**src/hw/rtl/ihcrc_pkg.sv**
```systemverilog
// shared types, status codes and crc helper for the hex record crc unit
package ihcrc_pkg;

   // line status codes
   localparam logic [3:0] ST_OK             = 4'd0;
   localparam logic [3:0] ST_BAD_SUM        = 4'd1;
   localparam logic [3:0] ST_SUM_UNREADABLE = 4'd2;
   localparam logic [3:0] ST_BLANK          = 4'd3;
   localparam logic [3:0] ST_NO_COLON       = 4'd4;
   localparam logic [3:0] ST_BAD_LEN        = 4'd5;
   localparam logic [3:0] ST_BAD_OFFSET     = 4'd6;
   localparam logic [3:0] ST_BAD_TYPE       = 4'd7;
   localparam logic [3:0] ST_OTHER_TYPE     = 4'd8;
   localparam logic [3:0] ST_ZERO_LEN       = 4'd9;
   localparam logic [3:0] ST_FATAL_DIGIT    = 4'd10;
   localparam logic [3:0] ST_FATAL_OVERLONG = 4'd11;

   // result kinds
   localparam logic KIND_LINE  = 1'b0;
   localparam logic KIND_FINAL = 1'b1;

   // input word types
   localparam logic REQ_CHAR = 1'b0;
   localparam logic REQ_END  = 1'b1;

   // special characters
   localparam logic [7:0] CHAR_COLON   = 8'h3A;
   localparam logic [7:0] CHAR_NEWLINE = 8'h0A;
   localparam logic [7:0] CHAR_CR      = 8'h0D;

   // reflected crc-32
   localparam logic [31:0] CRC_POLY   = 32'hEDB88320;
   localparam logic [31:0] CRC_PRESET = 32'hFFFFFFFF;

   // queue between front and back
   localparam int QUEUE_DEPTH = 4;

   // classified input word
   typedef struct packed {
      logic       is_end;
      logic       is_newline;
      logic       is_colon;
      logic       is_cr;
      logic       is_hex;
      logic [3:0] nibble;
   } item_type;

   // one byte through the crc, lsb first
   function automatic logic [31:0] crc32_byte(logic [31:0] crc, logic [7:0] data);
      logic [31:0] r;
      r = crc ^ {24'd0, data};
      for (int i = 0; i < 8; i++) begin
         r = r[0] ? ((r >> 1) ^ CRC_POLY) : (r >> 1);
      end
      return r;
   endfunction

endpackage

```
**src/hw/rtl/ihcrc_front.sv**
```systemverilog
// front stage: accepts character and end words and classifies them into items
module ihcrc_front import ihcrc_pkg::*; (
   input  logic       clock,
   input  logic       reset,
   input  logic       req_valid,
   output logic       req_stall,
   input  logic       req_type,
   input  logic [7:0] req_char_in,
   output logic       push,
   output item_type   push_item,
   input  logic       queue_full
);

   logic     front_valid_ff;
   logic     front_valid_in;
   item_type front_item_ff;
   item_type class_item;

   // classify the incoming word
   always_comb begin
      class_item            = '0;
      class_item.is_end     = (req_type == REQ_END);
      if (req_type == REQ_CHAR) begin
         class_item.is_newline = (req_char_in == CHAR_NEWLINE);
         class_item.is_colon   = (req_char_in == CHAR_COLON);
         class_item.is_cr      = (req_char_in == CHAR_CR);
         if (req_char_in >= 8'h30 && req_char_in <= 8'h39) begin
            class_item.is_hex = 1'b1;
            class_item.nibble = 4'(req_char_in - 8'h30);
         end else if (req_char_in >= 8'h61 && req_char_in <= 8'h66) begin
            class_item.is_hex = 1'b1;
            class_item.nibble = 4'(req_char_in - 8'h57);
         end else if (req_char_in >= 8'h41 && req_char_in <= 8'h46) begin
            class_item.is_hex = 1'b1;
            class_item.nibble = 4'(req_char_in - 8'h37);
         end
      end
   end

   // stall only while the stage holds a word the queue cannot take
   assign req_stall = front_valid_ff && queue_full;
   assign push      = front_valid_ff && !queue_full;
   assign push_item = front_item_ff;

   always_comb begin
      front_valid_in = front_valid_ff;
      if (!req_stall) begin
         front_valid_in = req_valid;
      end
   end

   always_ff @(posedge clock) begin
      if (reset) begin
         front_valid_ff <= 1'b0;
      end else begin
         front_valid_ff <= front_valid_in;
      end
   end

   always_ff @(posedge clock) begin
      if (req_valid && !req_stall) begin
         front_item_ff <= class_item;
      end
   end

endmodule

```
**src/hw/rtl/ihcrc_queue.sv**
```systemverilog
// small fifo of classified items between front and back
module ihcrc_queue import ihcrc_pkg::*; (
   input  logic     clock,
   input  logic     reset,
   input  logic     push,
   input  item_type push_item,
   input  logic     pop,
   output item_type head_item,
   output logic     empty,
   output logic     full
);

   localparam int AW = $clog2(QUEUE_DEPTH);
   localparam int CW = $clog2(QUEUE_DEPTH + 1);

   item_type        entry_ff [QUEUE_DEPTH];
   logic [AW-1:0]   wr_ptr_ff;
   logic [AW-1:0]   wr_ptr_in;
   logic [AW-1:0]   rd_ptr_ff;
   logic [AW-1:0]   rd_ptr_in;
   logic [CW-1:0]   count_ff;
   logic [CW-1:0]   count_in;

   assign empty     = (count_ff == '0);
   assign full      = (count_ff == CW'(QUEUE_DEPTH));
   assign head_item = entry_ff[rd_ptr_ff];

   // pointer and fill count update
   always_comb begin
      wr_ptr_in = wr_ptr_ff;
      rd_ptr_in = rd_ptr_ff;
      count_in  = count_ff;
      if (push) begin
         wr_ptr_in = (wr_ptr_ff == AW'(QUEUE_DEPTH - 1)) ? '0 : wr_ptr_ff + AW'(1);
      end
      if (pop) begin
         rd_ptr_in = (rd_ptr_ff == AW'(QUEUE_DEPTH - 1)) ? '0 : rd_ptr_ff + AW'(1);
      end
      if (push && !pop) begin
         count_in = count_ff + CW'(1);
      end else if (pop && !push) begin
         count_in = count_ff - CW'(1);
      end
   end

   always_ff @(posedge clock) begin
      if (reset) begin
         wr_ptr_ff <= '0;
         rd_ptr_ff <= '0;
         count_ff  <= '0;
      end else begin
         wr_ptr_ff <= wr_ptr_in;
         rd_ptr_ff <= rd_ptr_in;
         count_ff  <= count_in;
      end
   end

   // entry storage
   always_ff @(posedge clock) begin
      if (push) begin
         entry_ff[wr_ptr_ff] <= push_item;
      end
   end

endmodule

```
**src/hw/rtl/ihcrc_back.sv**
```systemverilog
// back end: record parser, crc update and result register
module ihcrc_back import ihcrc_pkg::*; #(
   parameter int MAX_LINE = 1023
) (
   input  logic        clock,
   input  logic        reset,
   input  item_type    head_item,
   input  logic        queue_empty,
   output logic        pop,
   output logic        rsp_valid,
   input  logic        rsp_stall,
   output logic        rsp_result_kind,
   output logic [3:0]  rsp_line_status,
   output logic [31:0] rsp_line_number,
   output logic [7:0]  rsp_record_type,
   output logic [31:0] rsp_crc_value,
   output logic        rsp_aborted
);

   localparam int PW = $clog2(MAX_LINE);
   localparam int KW = (PW > 9) ? PW + 1 : 10;
   localparam logic [PW-1:0] POS_LAST = PW'(MAX_LINE - 1);

   // parser state
   logic [PW-1:0] pos_ff, pos_in;
   logic [31:0]   lines_ff, lines_in;
   logic [31:0]   crc_ff, crc_in;
   logic [7:0]    len_ff, len_in;
   logic [7:0]    type_ff, type_in;
   logic [7:0]    sum_ff, sum_in;
   logic [3:0]    nib_ff, nib_in;
   logic [3:0]    outcome_ff, outcome_in;
   logic          fatal_ff, fatal_in;

   // result register
   logic          rsp_valid_ff, rsp_valid_in;
   logic          kind_ff;
   logic [3:0]    status_ff;
   logic [31:0]   number_ff;
   logic [7:0]    rtype_ff;
   logic [31:0]   rcrc_ff;
   logic          abort_ff;

   // result produced this cycle
   logic          res_valid;
   logic          res_kind;
   logic [3:0]    res_status;
   logic [31:0]   res_number;
   logic [7:0]    res_rtype;
   logic [31:0]   res_crc;
   logic          res_abort;

   logic          go;
   logic          out_free;
   logic [3:0]    fail_s;
   logic [7:0]    byte_val;
   logic [7:0]    sum_next;
   logic [KW-1:0] byte_idx;
   logic [KW-1:0] data_lim;
   logic [PW-1:0] pos_m1;

   // status of a line whose byte at the current position cannot be read
   function automatic logic [3:0] fail_status(logic [KW-1:0] k, logic [KW-1:0] lim);
      logic [3:0] s;
      if (k == '0) begin
         s = ST_BAD_LEN;
      end else if (k <= KW'(2)) begin
         s = ST_BAD_OFFSET;
      end else if (k == KW'(3)) begin
         s = ST_BAD_TYPE;
      end else if (k < lim) begin
         s = ST_FATAL_DIGIT;
      end else begin
         s = ST_SUM_UNREADABLE;
      end
      return s;
   endfunction

   // byte index within the record and end of data
   assign pos_m1   = pos_ff - PW'(1);
   assign byte_idx = KW'(pos_m1[PW-1:1]);
   assign data_lim = KW'(len_ff) + KW'(4);
   assign fail_s   = fail_status(byte_idx, data_lim);
   assign byte_val = {nib_ff, head_item.nibble};
   assign sum_next = sum_ff + byte_val;

   assign out_free = !rsp_valid_ff || !rsp_stall;
   assign go       = !queue_empty && out_free;

   // item execution
   always_comb begin
      pos_in     = pos_ff;
      lines_in   = lines_ff;
      crc_in     = crc_ff;
      len_in     = len_ff;
      type_in    = type_ff;
      sum_in     = sum_ff;
      nib_in     = nib_ff;
      outcome_in = outcome_ff;
      fatal_in   = fatal_ff;
      pop        = 1'b0;
      res_valid  = 1'b0;
      res_kind   = KIND_LINE;
      res_status = ST_OK;
      res_number = lines_ff;
      res_rtype  = type_ff;
      res_crc    = crc_ff;
      res_abort  = 1'b0;
      if (go) begin
         pop = 1'b1;
         if (head_item.is_end) begin
            res_valid = 1'b1;
            if (!fatal_ff && pos_ff != '0) begin
               // close the open line first; the end word stays queued and the final report follows
               pop = 1'b0;
               if (outcome_ff == 4'd0) begin
                  res_status = fail_s;
                  if (fail_s == ST_FATAL_DIGIT) begin
                     fatal_in  = 1'b1;
                     res_abort = 1'b1;
                  end else begin
                     pos_in = '0;
                  end
               end else begin
                  res_status = outcome_ff - 4'd1;
                  pos_in     = '0;
                  outcome_in = 4'd0;
               end
            end else begin
               // final report, then back to the reset state
               res_kind   = KIND_FINAL;
               res_rtype  = 8'd0;
               res_crc    = ~crc_ff;
               res_abort  = fatal_ff;
               pos_in     = '0;
               lines_in   = 32'd0;
               crc_in     = CRC_PRESET;
               len_in     = 8'd0;
               type_in    = 8'd0;
               sum_in     = 8'd0;
               nib_in     = 4'd0;
               outcome_in = 4'd0;
               fatal_in   = 1'b0;
            end
         end else if (fatal_ff) begin
            // characters after a fatal error are dropped
         end else if (head_item.is_newline) begin
            res_valid = 1'b1;
            if (pos_ff == '0) begin
               lines_in   = lines_ff + 32'd1;
               type_in    = 8'd0;
               res_status = ST_BLANK;
               res_number = lines_ff + 32'd1;
               res_rtype  = 8'd0;
            end else if (outcome_ff == 4'd0) begin
               res_status = fail_s;
               if (fail_s == ST_FATAL_DIGIT) begin
                  fatal_in  = 1'b1;
                  res_abort = 1'b1;
               end else begin
                  pos_in = '0;
               end
            end else begin
               res_status = outcome_ff - 4'd1;
               pos_in     = '0;
               outcome_in = 4'd0;
            end
         end else if (pos_ff == '0) begin
            // first character of a line
            lines_in = lines_ff + 32'd1;
            len_in   = 8'd0;
            type_in  = 8'd0;
            sum_in   = 8'd0;
            nib_in   = 4'd0;
            pos_in   = PW'(1);
            if (head_item.is_colon) begin
               outcome_in = 4'd0;
            end else if (head_item.is_cr) begin
               outcome_in = ST_BLANK + 4'd1;
            end else begin
               outcome_in = ST_NO_COLON + 4'd1;
            end
         end else if (outcome_ff == ST_BLANK + 4'd1) begin
            // rest of a blank line is ignored
         end else if (pos_ff >= POS_LAST) begin
            fatal_in   = 1'b1;
            res_valid  = 1'b1;
            res_status = ST_FATAL_OVERLONG;
            res_abort  = 1'b1;
         end else begin
            pos_in = pos_ff + PW'(1);
            if (outcome_ff != 4'd0) begin
               // line already decided
            end else if (!head_item.is_hex) begin
               if (fail_s == ST_FATAL_DIGIT) begin
                  fatal_in   = 1'b1;
                  res_valid  = 1'b1;
                  res_status = ST_FATAL_DIGIT;
                  res_abort  = 1'b1;
               end else begin
                  outcome_in = fail_s + 4'd1;
               end
            end else if (pos_ff[0]) begin
               nib_in = head_item.nibble;
            end else begin
               sum_in = sum_next;
               if (byte_idx == '0) begin
                  len_in = byte_val;
               end else if (byte_idx == KW'(3)) begin
                  type_in = byte_val;
                  if (byte_val != 8'd0) begin
                     outcome_in = ST_OTHER_TYPE + 4'd1;
                  end else if (len_ff == 8'd0) begin
                     outcome_in = ST_ZERO_LEN + 4'd1;
                  end
               end else if (byte_idx >= KW'(4)) begin
                  if (byte_idx < data_lim) begin
                     crc_in = crc32_byte(crc_ff, byte_val);
                  end else begin
                     outcome_in = (sum_next == 8'd0) ? ST_OK + 4'd1 : ST_BAD_SUM + 4'd1;
                  end
               end
            end
         end
      end
   end

   // output handshake
   always_comb begin
      rsp_valid_in = rsp_valid_ff && rsp_stall;
      if (res_valid) begin
         rsp_valid_in = 1'b1;
      end
   end

   always_ff @(posedge clock) begin
      if (reset) begin
         pos_ff       <= '0;
         lines_ff     <= 32'd0;
         crc_ff       <= CRC_PRESET;
         len_ff       <= 8'd0;
         type_ff      <= 8'd0;
         sum_ff       <= 8'd0;
         nib_ff       <= 4'd0;
         outcome_ff   <= 4'd0;
         fatal_ff     <= 1'b0;
         rsp_valid_ff <= 1'b0;
      end else begin
         pos_ff       <= pos_in;
         lines_ff     <= lines_in;
         crc_ff       <= crc_in;
         len_ff       <= len_in;
         type_ff      <= type_in;
         sum_ff       <= sum_in;
         nib_ff       <= nib_in;
         outcome_ff   <= outcome_in;
         fatal_ff     <= fatal_in;
         rsp_valid_ff <= rsp_valid_in;
      end
   end

   // result payload
   always_ff @(posedge clock) begin
      if (res_valid) begin
         kind_ff   <= res_kind;
         status_ff <= res_status;
         number_ff <= res_number;
         rtype_ff  <= res_rtype;
         rcrc_ff   <= res_crc;
         abort_ff  <= res_abort;
      end
   end

   assign rsp_valid       = rsp_valid_ff;
   assign rsp_result_kind = kind_ff;
   assign rsp_line_status = status_ff;
   assign rsp_line_number = number_ff;
   assign rsp_record_type = rtype_ff;
   assign rsp_crc_value   = rcrc_ff;
   assign rsp_aborted     = abort_ff;

endmodule

```
**src/hw/rtl/intel_hex_data_crc32_unit.sv**
```systemverilog
// top level of the hex record parser with crc-32 over data bytes
// path: an accepted word is registered in the front stage, queued, and its result registered
// throughput: one character word per cycle while the queue is not full and the output does not stall
// end of input with an open line gives two back-end reports: the line report, then the final one
// reset: synchronous active high, clears the parser to line start with crc preset to all ones
module intel_hex_data_crc32_unit import ihcrc_pkg::*; #(
   parameter int MAX_LINE = 1023
) (
   input  logic        clock,
   input  logic        reset,
   input  logic        req_valid,
   output logic        req_stall,
   input  logic        req_type,
   input  logic [7:0]  req_char_in,
   output logic        rsp_valid,
   input  logic        rsp_stall,
   output logic        rsp_result_kind,
   output logic [3:0]  rsp_line_status,
   output logic [31:0] rsp_line_number,
   output logic [7:0]  rsp_record_type,
   output logic [31:0] rsp_crc_value,
   output logic        rsp_aborted
);

   logic     push;
   logic     pop;
   logic     queue_full;
   logic     queue_empty;
   item_type push_item;
   item_type head_item;

   // character classification
   ihcrc_front u_front (
      .clock       (clock),
      .reset       (reset),
      .req_valid   (req_valid),
      .req_stall   (req_stall),
      .req_type    (req_type),
      .req_char_in (req_char_in),
      .push        (push),
      .push_item   (push_item),
      .queue_full  (queue_full)
   );

   // decoupling queue
   ihcrc_queue u_queue (
      .clock     (clock),
      .reset     (reset),
      .push      (push),
      .push_item (push_item),
      .pop       (pop),
      .head_item (head_item),
      .empty     (queue_empty),
      .full      (queue_full)
   );

   // parser, crc and result register
   ihcrc_back #(
      .MAX_LINE (MAX_LINE)
   ) u_back (
      .clock           (clock),
      .reset           (reset),
      .head_item       (head_item),
      .queue_empty     (queue_empty),
      .pop             (pop),
      .rsp_valid       (rsp_valid),
      .rsp_stall       (rsp_stall),
      .rsp_result_kind (rsp_result_kind),
      .rsp_line_status (rsp_line_status),
      .rsp_line_number (rsp_line_number),
      .rsp_record_type (rsp_record_type),
      .rsp_crc_value   (rsp_crc_value),
      .rsp_aborted     (rsp_aborted)
   );

endmodule

```
**config.mk**
```make
export PLATFORM = sky130hd
export DESIGN_NAME = intel_hex_data_crc32_unit
export DESIGN_NICKNAME = d
export VERILOG_FILES = /design/src/hw/rtl/ihcrc_pkg.sv /design/src/hw/rtl/ihcrc_front.sv /design/src/hw/rtl/ihcrc_queue.sv /design/src/hw/rtl/ihcrc_back.sv /design/src/hw/rtl/intel_hex_data_crc32_unit.sv
export SDC_FILE = /design/constraint.sdc
export NUM_CORES = 1
export LEC_CHECK = 0
export BUFFER_PORTS_ARGS = -buffer_cell sky130_fd_sc_hd__buf_2
export CAP_MARGIN = 20
export CORE_MARGIN = 5
export CORE_UTILIZATION = 35
export DETAILED_ROUTE_END_ITERATION = 7
export RECOVER_POWER = 100
export SLEW_MARGIN = 20
export SYNTH_ARGS = -nofsm -noshare
export SYNTH_HDL_FRONTEND = slang
export SYNTH_SLANG_ARGS = --single-unit
export TNS_END_PERCENT = 5
```
**constraint.sdc**
```tcl
create_clock -name clock -period 8.4 [get_ports clock]
set_input_delay 0.42 -clock clock [delete_from_list [all_inputs] [get_ports clock]]
set_output_delay 0.42 -clock clock [all_outputs]
set_load 0.1 [all_outputs]
```
Yosys cells after proc, flatten, opt, wreduce, memory -nomap -nowiden

Memory sizes are Yosys's and may differ from the RTL's. A register that Yosys moved wholly into a read port is not among the register bits.
Cells that the tools add are included.

Mux-type cells: 164
Add/subtract/negate cells: 14
Bitwise logic cells: 10
Equality and inequality tests: 37
Reductions and logical operators: 48
$lt $le $gt $ge: 10

Operator list:

| kind                  | count |
|---|---|
| $mux 32               | 33 |
| $mux 8                | 37 |
| $mux 4                | 46 |
| $not 13->14           | 8 |
| $mux 10               | 10 |
| $add 32x1->32 const B | 1 |
| $not 32->32           | 1 |
| $xor 32x8->32         | 1 |
| $mux 1                | 28 |
| $reduce_and 9->1      | 3 |
| $ne 2x2->1 const B    | 9 |
| $eq 8x4->1 const B    | 2 |
| $ge 8x7->1 const B    | 2 |
| $le 8x7->1 const B    | 2 |
| $logic_not 8->1       | 2 |
| $mux 5                | 3 |
| $reduce_and 14->1     | 1 |
| $ne 3x3->1 const B    | 4 |
| $ne 4x3->1 const B    | 3 |
| $ne 6x6->1 const B    | 2 |
| $reduce_and 12->1     | 1 |
| $reduce_bool 4->1     | 3 |
| $logic_and 1x1->1     | 11 |
| $logic_not 11->1      | 1 |
| 43 further kinds      | 69 |

Output and inout bits: 80
Memories kept: 1
RAM bits: 36
Register bits after elaboration: 203
Word-level logic and storage cells: 310

Memory list:

| memory           | words | width | read ports | clocked after memory_dff | write ports | RTL line          | source |
|---|---|---|---|---|---|---|---|
| u_queue.entry_ff | 4     | 9     | 1          | 1                        | 1           | ihcrc_queue.sv:16 | `item_type entry_ff [QUEUE_DEPTH];` |

Longest topological paths before layout

Depth after elaboration: 30
Gate-level depth with buffers: 17
Gate-level depth less buffers: 14

Hierarchy

A second synthesis with hierarchy kept.

Cells, all modules: 1,211
Area, all modules: 12,512.0 um^2

By module, submodules not included:

| module      | seq. area each (um^2) | area each (um^2) | times used | cells an instance |
|---|---|---|---|---|
| ihcrc_back  | 4,504.3               | 10,219.8         | 1          | 1,073 |
| ihcrc_queue | 1,261.2               | 1,740.4          | 1          | 91 |
| ihcrc_front | 290.3                 | 551.8            | 1          | 47 |

Worst setup path before layout

OpenSTA, ideal clock, no wires.

Path type: register -> register
From: register u_back.pos_ff[0]
To: register u_back.abort_ff, in the netlist u_back.rsp_aborted (enable)
Required time: 7.885 ns
Arrival time: 6.118 ns
Stages on the path, launching flop included: 15
Path slack: 1.767 ns
Clock period less this slack: 6.633 ns
Setup time: 0.515 ns
Path through: dfxtp_1 > buf_2 > inv_1 > ha_1 > nor3b_1 > nand2_1 > nor2_1 > xnor2_1 > ha_1 > a21o_1 > a21oi_1 > o31ai_1 > nor3_1 > a31oi_1 > nor2_1

Longest elaborated chain between the ends: 17
Elaborated cells on any way between the ends: 22

Ends and longest elaborated chain:

| item                   | RTL line          | source |
|---|---|---|
| start, declared        | ihcrc_back.sv:25  | `logic [PW-1:0] pos_ff, pos_in;` |
| start signal, assigned | ihcrc_back.sv:249 | `pos_ff <= pos_in;` |
| $sub 10x1->10          | ihcrc_back.sv:80  | `assign pos_m1 = pos_ff - PW'(1);` |
| $lt 9x11->1            | ihcrc_back.sv:71  | `end else if (k < lim) begin` |
| $mux 4                 | ihcrc_back.sv:71  |  |
| $mux 4                 | ihcrc_back.sv:69  | `end else if (k == KW'(3)) begin` |
| $mux 4                 | ihcrc_back.sv:67  | `end else if (k <= KW'(2)) begin` |
| $mux 4                 | ihcrc_back.sv:65  | `if (k == '0) begin` |
| $eq 4x4->1             | ihcrc_back.sv:195 | `if (fail_s == ST_FATAL_DIGIT) begin` |
| $mux 1                 | ihcrc_back.sv:195 |  |
| [2 not listed]         | n/a               |  |
| $mux 1                 | ihcrc_back.sv:185 | `end else if (pos_ff >= POS_LAST) begin` |
| $mux 1                 | ihcrc_back.sv:183 | `end else if (outcome_ff == ST_BLANK + 4'd1) begin` |
| $mux 1 (*)             | ihcrc_back.sv:168 | `end else if (pos_ff == '0) begin` |
| $mux 1 (*)             | ihcrc_back.sv:147 | `end else if (head_item.is_newline) begin` |
| $mux 1 (*)             | ihcrc_back.sv:145 | `end else if (fatal_ff) begin` |
| $mux 1 (*)             | ihcrc_back.sv:111 | `if (head_item.is_end) begin` |
| $mux 1 (*)             | ihcrc_back.sv:109 | `if (go) begin` |
| via u_back.res_valid   | ihcrc_back.sv:45  | `logic res_valid;` |
| end signal, assigned   | ihcrc_back.sv:270 | `abort_ff <= res_abort;` |
| end, declared          | ihcrc_back.sv:42  | `logic abort_ff;` |

The timed path passes the listed nets; every way through them passes the cells marked *.
A chain may end at the register's enable or synchronous reset.

Worst setup path after layout

From: register u_back.pos_ff[0]
To: register u_back.number_ff[11], in the netlist u_back.rsp_line_number[11] (enable)

Longest elaborated chain between the ends: 17
Elaborated cells on any way between the ends: 22

Ends and longest elaborated chain:

| item                 | RTL line          | source |
|---|---|---|
| $sub 10x1->10        | ihcrc_back.sv:80  |  |
| $lt 9x11->1          | ihcrc_back.sv:71  |  |
| $mux 4               | ihcrc_back.sv:71  |  |
| $mux 4               | ihcrc_back.sv:69  |  |
| $mux 4               | ihcrc_back.sv:67  |  |
| $mux 4               | ihcrc_back.sv:65  |  |
| $eq 4x4->1           | ihcrc_back.sv:195 |  |
| $mux 1               | ihcrc_back.sv:195 |  |
| [2 not listed]       | n/a               |  |
| $mux 1               | ihcrc_back.sv:185 |  |
| $mux 1               | ihcrc_back.sv:183 |  |
| $mux 1 (*)           | ihcrc_back.sv:168 |  |
| $mux 1 (*)           | ihcrc_back.sv:147 |  |
| $mux 1 (*)           | ihcrc_back.sv:145 |  |
| $mux 1 (*)           | ihcrc_back.sv:111 |  |
| $mux 1 (*)           | ihcrc_back.sv:109 |  |
| via u_back.res_valid | ihcrc_back.sv:45  |  |
| end signal, assigned | ihcrc_back.sv:267 | `number_ff <= res_number;` |
| end, declared        | ihcrc_back.sv:39  | `logic [31:0] number_ff;` |

Marks and branches as above.

==> impl_results.md <==
- Maximum clock frequency: 155 MHz
- Status: finished with violations
- Net Count, Synth: 1212
- Multiplexer area fraction after synthesis: 0.0346
- TritonCTS clock tree: built
- Yosys cell types: 83
- Syn. warnings: 0
- Post-Syn Instances: 1166
- Syn Area/Cell: 10.4 sq um
- Total CTS buffers: 26
- DRT antenna net count: 0
- Placement row count: 68
- Main combinational cell family by area after synthesis: simple AND/OR/NAND/NOR gates
- Hold_sp: req_valid
- Final WL: 28100 um
- Final setup viols: 0
- Worst Path Required: 8560 ps
- Layout Area Growth over Synthesis: 13.6%
- Fin nets: 1284
- Max-cap violations: 4
- GR Overflow Total: 0
- Gpl congestion: 0.873
- 1st-iter DRT viols: 607
- CTS max path bufs: 3
- # IOs: 93
- Worst Path Max Fanout: 53
- Failing checks: max-capacitance violations, max-slew violations
- Layout cells sized above 1: 0.0660
- Data arrival, critical path: 6590 ps
- Worst Tran Pin Value: 2540 ps
- Post-cts sizing count: 0
- Core ar.: 34400 sq um
- Final WS setup: 1970 ps
- RSZ-0062 raised after global routing: no
- Crit Path Class: register to register
- Hold-fix buffers, CTS: 0
- Vias: 8828
- Vias per Instance: 5.15
- Mapped Area: 12100 sq um
- Tmin final: 6430 ps
- CTS sink cnt: 241
- Initial antenna violation count: 0
- Clock Skew: 10.6 ps
- Post-DP HPWL: 19800 um
- Startpoint types: register
- Slowest-stage cell, CP: nor2_1
- FFs w/ async S/R, synth: 0
- CP endpoint kind: register
- Crit-path max cell delay: 1940 ps
- Number of global-route vias before repair: 8427
- CP Launch Point: u_back.pos_ff[0]
- Synth Area in Simple Gates: 0.158
- EDFF count, synth: 123
- Tcrit/Tclk final: 0.766
- Pin count of the biggest net entering global routing: 67
- Initial Util: 0.353
- Relative slew slack: -0.702
- Wire length of the first global-routing pass: 45500 um
- Port Buffers: 92
- Total GRT Usage: 0.142
- TNS Setup: 0 ps
- Dpl ws: 3200 ps
- Antenna Cells: 0
- Reg2reg start: u_back.pos_ff[0]
- Die Area: 38500 sq um
- Clock Pin Slew Worst Setup and Hold Paths: 60 ps
- Die Y: 196 um
- Primary FF master, synth: edfxtp_1
- Slew Limit Fails: 112
- CTS H-tree depth: 1
- WL per Instance: 16.4 um
- Pre-Repair DR Iteration Count: 5
- Die X: 196 um
- Synth Area in XOR/XNOR: 0.115
- Fin. Hold Viols: 0
- DRC Markers: 0
- Postcts setup bufs: 0
- Seq/Total Area, Yosys: 0.499
- Synth Area in Compound Gates: 0.130
- Seq cells post-synth: 241
- Clk_lat worst skew: 530 ps
- Worst Hold Class: input pin to register
- Root Driver: clkbuf_16
- Post-Synth Adder-Cell Area: 0.0352
- CP cell instances: inv_1 -> ha_1 -> nor3b_1 -> nand2_1 -> nor2_1 -> xnor2_1 -> ha_1 -> a21o_1 -> a21oi_1 -> o31ai_1 -> nor3_1 -> a31oi_1 -> nor2_1 -> buf_4
==> cells in the mapped netlist (4+ instances only) <==
cell type	n	area [sq um]
nor3_1	49	245
or2_2	5	31.3
and4_1	5	43.8
o21bai_1	4	30.0
and3_1	20	125
a21o_1	6	45.0
o21ai_0	46	230
or3_1	13	81.3
and2_1	6	37.5
nand3b_1	4	30.0
clkbuf_1	43	161
o21a_1	5	37.5
a22o_1	6	52.6
xnor2_1	73	639
a211oi_1	4	30.0
o21ai_1	6	30.0
a31oi_1	17	106
ha_1	31	388
o211ai_1	4	30.0
xor2_1	77	674
nand4_1	7	43.8
mux4_2	9	203
a2bb2oi_1	22	193
inv_1	25	93.8
nand2b_1	5	31.3
nor2_1	113	424
or4_1	4	30.0
mux2i_1	17	170
nor2b_1	15	93.8
edfxtp_1	123	3690
a311oi_1	4	35.0
a22oi_1	12	90.1
dfxtp_1	118	2360
a21oi_1	71	355
nand2_1	69	259
nand3_1	40	200
nor4_1	6	37.5
buf_2	10	50.1
==> cells by family after synthesis <==
group / count (synthesis)
and+or+nand+nor: 383
DFF: 241
buffers and inverters: 84
muxes: 30
AOI/OAI and AO/OA: 241
adders and majority gates: 33
xor gates and xnor gates: 154
==> stage by stage <==
stage          hold slack, ps  instances  instance area, sq um   util
6_report                  127       1713                 13800  0.401
2_1_floorplan             434       1166                 12100      -
4_1_cts                  68.5       1713                 14000  0.406
3_5_place_dp              451       1665                 13000  0.379
3_3_place_gp              443       1665                 13000  0.379
5_1_grt                   153       1713                 13800  0.401
==> final timing paths <==
path                                                   end  slack (ps)  cells past startpoint
worst max-delay path            u_back.rsp_line_number[11]        1970                     14
worst min register to register            u_back.sum_ff[0]         460                      2
worst max register to register  u_back.rsp_line_number[11]        1970                     14
worst min-delay path                u_front.front_valid_ff         130                      3
==> cell type report <==
class | instances | area [sq um]
fillers | 3392 | 20600
flip-flops and latches | 241 | 6060
multi-input cells | 841 | 5690
clock buffers | 34 | 691
well taps | 455 | 569
repair buffers | 102 | 419
clock inverters | 14 | 260
inverters | 26 | 98.8
==> worst max-delay path, delay by kind of cell, from the launching register on <==
kind	cells	cell delay, ps
buffers and inverters	2	930
AO/OA/AOI/OAI	4	860
XOR/XNOR	1	140
flip-flops	1	420
adder cells (fa/ha/maj)	2	560
AND/OR/NAND/NOR	5	3130
==> registers in the layout, indices dropped and copies added, names as in the netlist, 2 cells and up, named ones only <==
| register | cells |
|---|---|
| u_queue.entry_ff | 36 |
| u_back.crc_ff | 32 |
| u_back.lines_ff | 32 |
| u_back.rsp_crc_value | 32 |
| u_back.rsp_line_number | 32 |
| u_back.pos_ff | 10 |
| u_front.push_item | 9 |
| u_back.len_ff | 8 |
| u_back.rsp_record_type | 8 |
| u_back.sum_ff | 8 |
| u_back.type_ff | 8 |
| u_back.nib_ff | 4 |
| u_back.outcome_ff | 4 |
| u_back.rsp_line_status | 4 |
| u_queue.count_ff | 3 |
| u_queue.rd_ptr_ff | 2 |
| u_queue.wr_ptr_ff | 2 |
==> cell usage in the layout (no fill, tap or decap), types with 15 or more instances in the layout <==
| master | count |
|---|---|
| a21oi_1 | 72 |
| mux2i_1 | 18 |
| nor2_1 | 113 |
| dfxtp_1 | 118 |
| edfxtp_1 | 123 |
| and3_1 | 20 |
| xnor2_1 | 73 |
| xor2_1 | 77 |
| a2bb2oi_1 | 22 |
| ha_1 | 31 |
| nand3_1 | 40 |
| clkbuf_1 | 94 |
| a31oi_1 | 18 |
| nor3_1 | 49 |
| nand2_1 | 69 |
| nor2b_1 | 15 |
| inv_1 | 25 |
| o21ai_0 | 48 |
| clkbuf_16 | 26 |
==> metal layers <==
metal	part of all wire	vias up	wire length, um	GRT usage
met4	0.022	0	611	0.0385
met1	0.47	4187	13200	0.199
met5	0	-	0	0
li1	-	4367	-	-
met3	0.048	45	1350	0.0194
met2	0.46	229	12900	0.232
Power is not shown: default switching activity piles up to over one toggle a cycle in this logic, so the estimate is an artifact.
